## config.mk

```make
export PLATFORM = sky130hd
export DESIGN_NAME = tccw_ctrl
export DESIGN_NICKNAME = d
export VERILOG_FILES = /design/src/tccw_pkg.sv /design/src/tccw_ctrl.sv
export SDC_FILE = /design/constraint.sdc
export NUM_CORES = 1
export LEC_CHECK = 0
export BUFFER_PORTS_ARGS = -buffer_cell sky130_fd_sc_hd__clkbuf_2
export CAP_MARGIN = 30
export CORE_AREA = 2 2 39 41
export CTS_CLUSTER_DIAMETER = 100
export CTS_CLUSTER_SIZE = 25
export DETAILED_ROUTE_END_ITERATION = 12
export DIE_AREA = 0 0 41 43
export PLACE_DENSITY = 0.63
export SYNTH_ARGS = -nofsm -noshare
export SYNTH_HDL_FRONTEND = slang
export SYNTH_SLANG_ARGS = --single-unit
export TNS_END_PERCENT = 100
```

## constraint.sdc

```tcl
create_clock -name clk -period 1.98 [get_ports clk]
set_input_delay 0.297 -clock clk [delete_from_list [all_inputs] [get_ports clk]]
set_output_delay 0.297 -clock clk [all_outputs]
set_load 0.01 [all_outputs]
```

## src/tccw_pkg.sv

```systemverilog
// Shared types, codes and constants of the text console character writer.
`default_nettype none
package tccw_pkg;

	// Field widths
	localparam int ACTION_W     = 2;
	localparam int CHAR_W       = 8;
	localparam int CELL_INDEX_W = 11;
	localparam int CELL_W       = 16;
	localparam int CURSOR_POS_W = 11;
	localparam int COLOR_W      = 8;
	localparam int ROW_W        = 5;
	localparam int COL_W        = 7;

	// Stream bus widths
	localparam int S_TDATA_W = 24;
	localparam int S_TUSER_W = ACTION_W;
	localparam int M_TDATA_W = 32;

	// Screen geometry defaults
	localparam int COLUMNS_DEF = 80;
	localparam int ROWS_DEF    = 25;
	localparam int TAB_STEP    = 4;

	// Character codes and cell values
	localparam logic [CHAR_W-1:0]  CH_SPACE    = 8'h20;
	localparam logic [CHAR_W-1:0]  CH_NEWLINE  = 8'h0A;
	localparam logic [CHAR_W-1:0]  CH_RETURN   = 8'h0D;
	localparam logic [CHAR_W-1:0]  CH_TAB      = 8'h09;
	localparam logic [CELL_W-1:0]  RESET_CELL  = 16'h0F20;
	localparam logic [COLOR_W-1:0] RESET_COLOR = 8'h0F;

	typedef enum logic [ACTION_W-1:0] {
		ACT_PUT   = 2'd0,
		ACT_READ  = 2'd1,
		ACT_CLEAR = 2'd2,
		ACT_NOP   = 2'd3
	} act_t;

	// Controller to datapath
	typedef struct packed {
		logic take;       // latch the input transfer
		logic exec;       // apply put / read / clear setup
		logic fill;       // write one cell of a fill sweep
		logic init_fill;  // fill with the reset cell value
		logic prime;      // first read of a scroll sweep
		logic scroll;     // one copy step of a scroll sweep
		logic load_out;   // load the result register
	} tccw_cmd_t;

	// Datapath to controller
	typedef struct packed {
		act_t action;
		logic scroll_needed;
		logic sweep_last;
	} tccw_stat_t;

endpackage
`default_nettype wire

```

## src/tccw_ctrl.sv

```systemverilog
// Controller state machine: sequences accept, execute, sweeps and result.
`default_nettype none
module tccw_ctrl (
	input  wire logic                clk,
	input  wire logic                arst_n,
	input  wire logic                s_axis_tvalid,
	output logic                     s_axis_tready,
	output logic                     m_axis_tvalid,
	input  wire logic                m_axis_tready,
	input  wire tccw_pkg::tccw_stat_t stat,
	output tccw_pkg::tccw_cmd_t      cmd
);
	import tccw_pkg::*;

	typedef enum logic [6:0] {
		ST_INIT   = 7'b0000001,
		ST_IDLE   = 7'b0000010,
		ST_EXEC   = 7'b0000100,
		ST_PRIME  = 7'b0001000,
		ST_SCROLL = 7'b0010000,
		ST_CLEAR  = 7'b0100000,
		ST_RESULT = 7'b1000000
	} state_t;

	state_t state_q, state_d;
	logic   out_valid_q;
	logic   out_free;

	assign out_free      = !out_valid_q || m_axis_tready;
	assign s_axis_tready = (state_q == ST_IDLE);
	assign m_axis_tvalid = out_valid_q;

	// Next state and commands
	always_comb begin
		state_d = state_q;
		cmd     = '0;
		case (state_q)
			ST_INIT: begin
				cmd.fill      = 1'b1;
				cmd.init_fill = 1'b1;
				if (stat.sweep_last) state_d = ST_IDLE;
			end
			ST_IDLE: begin
				if (s_axis_tvalid) begin
					cmd.take = 1'b1;
					state_d  = ST_EXEC;
				end
			end
			ST_EXEC: begin
				cmd.exec = 1'b1;
				if (stat.action == ACT_CLEAR) begin
					state_d = ST_CLEAR;
				end else if (stat.action == ACT_PUT && stat.scroll_needed) begin
					state_d = ST_PRIME;
				end else begin
					state_d = ST_RESULT;
				end
			end
			ST_PRIME: begin
				cmd.prime = 1'b1;
				state_d   = ST_SCROLL;
			end
			ST_SCROLL: begin
				cmd.scroll = 1'b1;
				if (stat.sweep_last) state_d = ST_RESULT;
			end
			ST_CLEAR: begin
				cmd.fill = 1'b1;
				if (stat.sweep_last) state_d = ST_RESULT;
			end
			ST_RESULT: begin
				if (out_free) begin
					cmd.load_out = 1'b1;
					state_d      = ST_IDLE;
				end
			end
			default: state_d = ST_INIT;
		endcase
	end

	// State and output valid
	always_ff @(posedge clk or negedge arst_n) begin
		if (!arst_n) begin
			state_q     <= ST_INIT;
			out_valid_q <= 1'b0;
		end else begin
			state_q <= state_d;
			if (cmd.load_out) begin
				out_valid_q <= 1'b1;
			end else if (m_axis_tready) begin
				out_valid_q <= 1'b0;
			end
		end
	end
endmodule
`default_nettype wire

```

* Word-level counts from Yosys, hierarchy flattened
Cells that the tools add are included.
Word-level totals: word-level logic and storage cells 40, flip-flop bits (word level) 8, output and inout port bits 9
Cells by class: multiplexer cells 18, reduce and logical (&&, ||, !) cells 8, equality and inequality tests 12
Operators by type and width (number):
- $mux 7 | 6
- $pmux 7 s6 | 1
- $mux 1 | 11
- $eq 7x1->1 const B | 1
- $eq 7x2->1 const B | 1
- $eq 7x3->1 const B | 1
- $eq 7x4->1 const B | 1
- $eq 7x5->1 const B | 1
- $eq 7x6->1 const B | 1
- $eq 7x7->1 const B | 1
- $ne 2x2->1 const B | 3
- $reduce_and 4->1 | 1
- $reduce_or 2->1 | 2
- $eq 2x2->1 const B | 1
- $logic_not 2->1 | 1
- $ne 2x1->1 const B | 1
- $reduce_bool 2->1 | 1
- $logic_and 1x1->1 | 1
- $logic_not 1->1 | 1
- $logic_or 1x1->1 | 1

* Longest topological paths before layout
depth in word-level cells 5, mapped depth 6, depth with buffers taken out 5

* Worst setup path before layout
OpenSTA, ideal clock, no wires.
path type register -> output, start register state_q[4], end output port cmd[0] (netlist bit), path slack 0.158 ns, stages on the path, launching flop included 6, arrival 1.525 ns, path buffers 1, path through dfrtp_1 buf_6 or4_4 or2_4 nand2b_4 nor2_1
RTL lines:
- start, declared | line tccw_ctrl.sv:25 | state_t state_q, state_d;
- start signal, assigned | line tccw_ctrl.sv:87 | state_q <= state_d;
- end, declared | line tccw_ctrl.sv:11 | output tccw_pkg::tccw_cmd_t cmd

==> impl_metrics.csv <==
group,metric,value,unit
routing,vias,517,
power,p_switching,325.6,µW
floorplanning,dieWidth,41,µm
status,run_status,"complete, but fails checks",
yosys,synthCells,57,
critical_path,end_kind,"output pin",
power,power,830.3,µW
floorplanning,fp.dieArea,1763,µm²
yosys,synthTopCellsByArea,"dfrtp_1, nor2_1, o2bb2ai_4",
cts,cts_root_buffer,"clkbuf_4",
routing,viasPerCell,5.170,
cells_and_area,synthToLayoutAreaGrowth,40.37,%
critical_path,startpoint_type,"flop",
routing,drt-total-wl,1.367,mm
timing,fin_skew,0.004475,ns
grt,antenna_found_initial,0,
yosys,ys_types,36,
floorplanning,num_rows,14,
place,dpl.hpwl,954.7,µm
power,intPower,504.7,µW
cells_and_area,layout_common_cells,"clkbuf_2, nor2_1, buf_4, dfrtp_1, buf_2",
grt,grt.busiest_layer,"met2",
place,portBuffers,16,
grt,grt_use_total,0.1868,
critical_path,cp_data_required_time,1.68,ns
yosys,yosys.area.top_type,"dfrtp_1",
grt,grt_pass1_wl,2.201,mm
power,p_leak,0.4032,nW
yosys,synth_flop_cell,"dfrtp_1",
grt,use_met2,0.2938,
cts,cts_tree,"done",
min_path,hold_start,"stat[2]",
cts,clk_latency,0.25,ns
routing,firstDrtPassIters,4,
cells_and_area,layout-drive-gt1-share,0.4524,
cts,cts_sinks,8,
grt,grt_overflow,0,
timing,period_share,1.041,
floorplanning,fp.dieH,43,µm
floorplanning,ios,17,
cts,clockBufferDepth,2,
routing,first_iter_violations,6,
critical_path,worst-path-max-fanout,2,
yosys,ys_warn_count,0,
routing,drc,0,
cts,ctsHtreeMaxLevel,1,
cells_and_area,layout.cells.non_filler,100,
power,p_sw_frac,0.3921,
cts,cts-buffers-inserted,3,
cells_and_area,layout_commonest_cell,"clkbuf_2",
grt,use_met1,0.2300,
yosys,avgSynthCellArea,9.571,µm²
timing,max_freq,485.1,MHz
critical_path,r2r-start,"state_q[3]$_DFFE_PN0P_",
grt,grt_max_degree,10,
yosys,yosysTopAreaCellShare,0.3211,
power,combPwrFrac,0.530,
status,violations,"negative setup slack",
yosys,synth_edf_count,0,
grt,grt_pass1_vias,504,
timing,slew_violations,0,
critical_path,cp.arrival,1.76,ns
routing,antenna_left,0,
cts,clk_pin_slew,0.05,ns
place,placedCellCount,90,
yosys,ys_seq_elements,8,
routing,wl_per_cell,13.67,µm
yosys,yosysSeqAreaShare,0.3693,
floorplanning,initial_utilization,0.3942,
place,place_congestion,0.8476,
timing,finalCriticalPeriod,2.061,ns
critical_path,crit_start,"state_q[3]$_DFFE_PN0P_",
power,p_clk_frac,0.160,
timing,worstMarginPinSlew,0.2606,ns
yosys,syn_area,545.5,µm²
timing,final-hold-violation-count,0,
timing,setup_viol,2,
run,max_cap_viol_count,0,
critical_path,slowest_stage,"or4_4",
grt,grtUsageMet3,0.07853,
timing,rsz0062_at_grt,"yes",
min_path,hold_path.class,"in -> reg",
critical_path,crit_chain,"or4_4 > or2_4 > nand2b_4 > nor2_1 > buf_2",
timing,setup_ws,-0.08132,ns
critical_path,slowest_delay,0.54,ns
cells_and_area,diodes,0,
cells_and_area,nets,93,
yosys,syn_nets,65,
power,power.density,1084,nW/µm²
cells_and_area,final_util,0.5533,
power,peakVddDrop,0.5235,mV
timing,relSlewSlack,0.8238,
yosys,async_flop_share,1.000,
critical_path,critical_path_class,"reg -> out",
power,p_seq_frac,0.310,
floorplanning,core,1384,µm²
[metal layers]
metal | wire length [µm] | part of all wire
met1 | 582 | 0.43
met2 | 687 | 0.50
met3 | 87 | 0.064
met4 | 10 | 0.0073
met5 | 0 | 0
[through the flow]
step / hold WS (ns) / setup WS (ns) / setup TNS (ns) / area [µm²]
3_5_place_dp: 0.1536 / 0.1019 / 0 / 653.1
4_1_cts: 0.2222 / -0.1160 / -0.1288 / 729.5
3_3_place_gp: 0.1500 / 0.1241 / 0 / 653.1
2_1_floorplan: 0.001409 / 0.1580 / 0 / 545.5
5_1_grt: 0.2324 / -0.1517 / -0.5093 / 765.7
6_report: 0.2325 / -0.08132 / -0.1206 / 765.7
[cells by family (layout without fill, tap and decap cells)]
| family | after synthesis | after routing | share of synthesized area |
|---|---|---|---|
| xor gates and xnor gates | 2 | 2 | 0.03212 |
| DFF | 8 | 8 | 0.3693 |
| buffers and inverters | 5 | 32 | 0.05505 |
| and+or+nand+nor | 30 | 30 | 0.3349 |
| AOI/OAI and AO/OA | 12 | 12 | 0.2087 |
[worst max-delay path, delay by kind of cell (launching register included)]
| family | cells | cell delay [ns] |
|---|---|---|
| and+or+nand+nor | 4 | 0.99 |
| DFF | 1 | 0.38 |
| buffers and inverters | 1 | 0.13 |
[worst paths after layout]
path	endpoint	slack, ns	cells past startpoint
max	cmd[0]	-0.08	5
min	state_q[3]$_DFFE_PN0P_	0.23	2
max reg2reg	state_q[1]$_DFFE_PN0P_	0.22	5
min reg2reg	m_axis_tvalid$_DFFE_PN0P_	0.52	2
max in group asynchronous	state_q[0]$_DFFE_PN1P_	1.32	2
min in group asynchronous	state_q[1]$_DFFE_PN0P_	0.41	2
[timing repair]
action                                  CTS  global route
resized for setup                         2             9
endpoints found under the hold margin     7             0
setup buffers                             4             1
hold buffers                              1             0
endpoints found under the setup margin    5             7
pin swaps                                 3             6
[area by class of cell]
class                   count  area [µm²]
multi-input cells          44       349.1
fillers                   132       618.1
flip-flops and latches      8       201.4
well taps                  16       20.02
repair buffers             26       161.4
inverters                   2       7.507
clock buffers               4       26.28
[synthesized netlist by cell type (2+ instances only)]
master    number
and2_1         2
dfrtp_1        7
inv_1          2
nand2b_1       3
nand3_1        2
nor2_1         9
nor3_1         2
o22ai_1        2
[flip-flops by register name, summed over array words and instances (netlist names)]
signal	cells
state_q	7
m_axis_tvalid	1
[power by group through the flow]
stage / combinational (mW) / clock (mW) / sequential (mW)
6_report: 0.440 / 0.133 / 0.257
5_1_grt: 0.482 / 0.154 / 0.262
4_1_cts: 0.403 / 0.138 / 0.247
3_5_place_dp: 0.371 / 0 / 0.246
3_3_place_gp: 0.370 / 0 / 0.248
2_1_floorplan: 0.299 / 0 / 0.217
(Power assumes the default switching activity.)
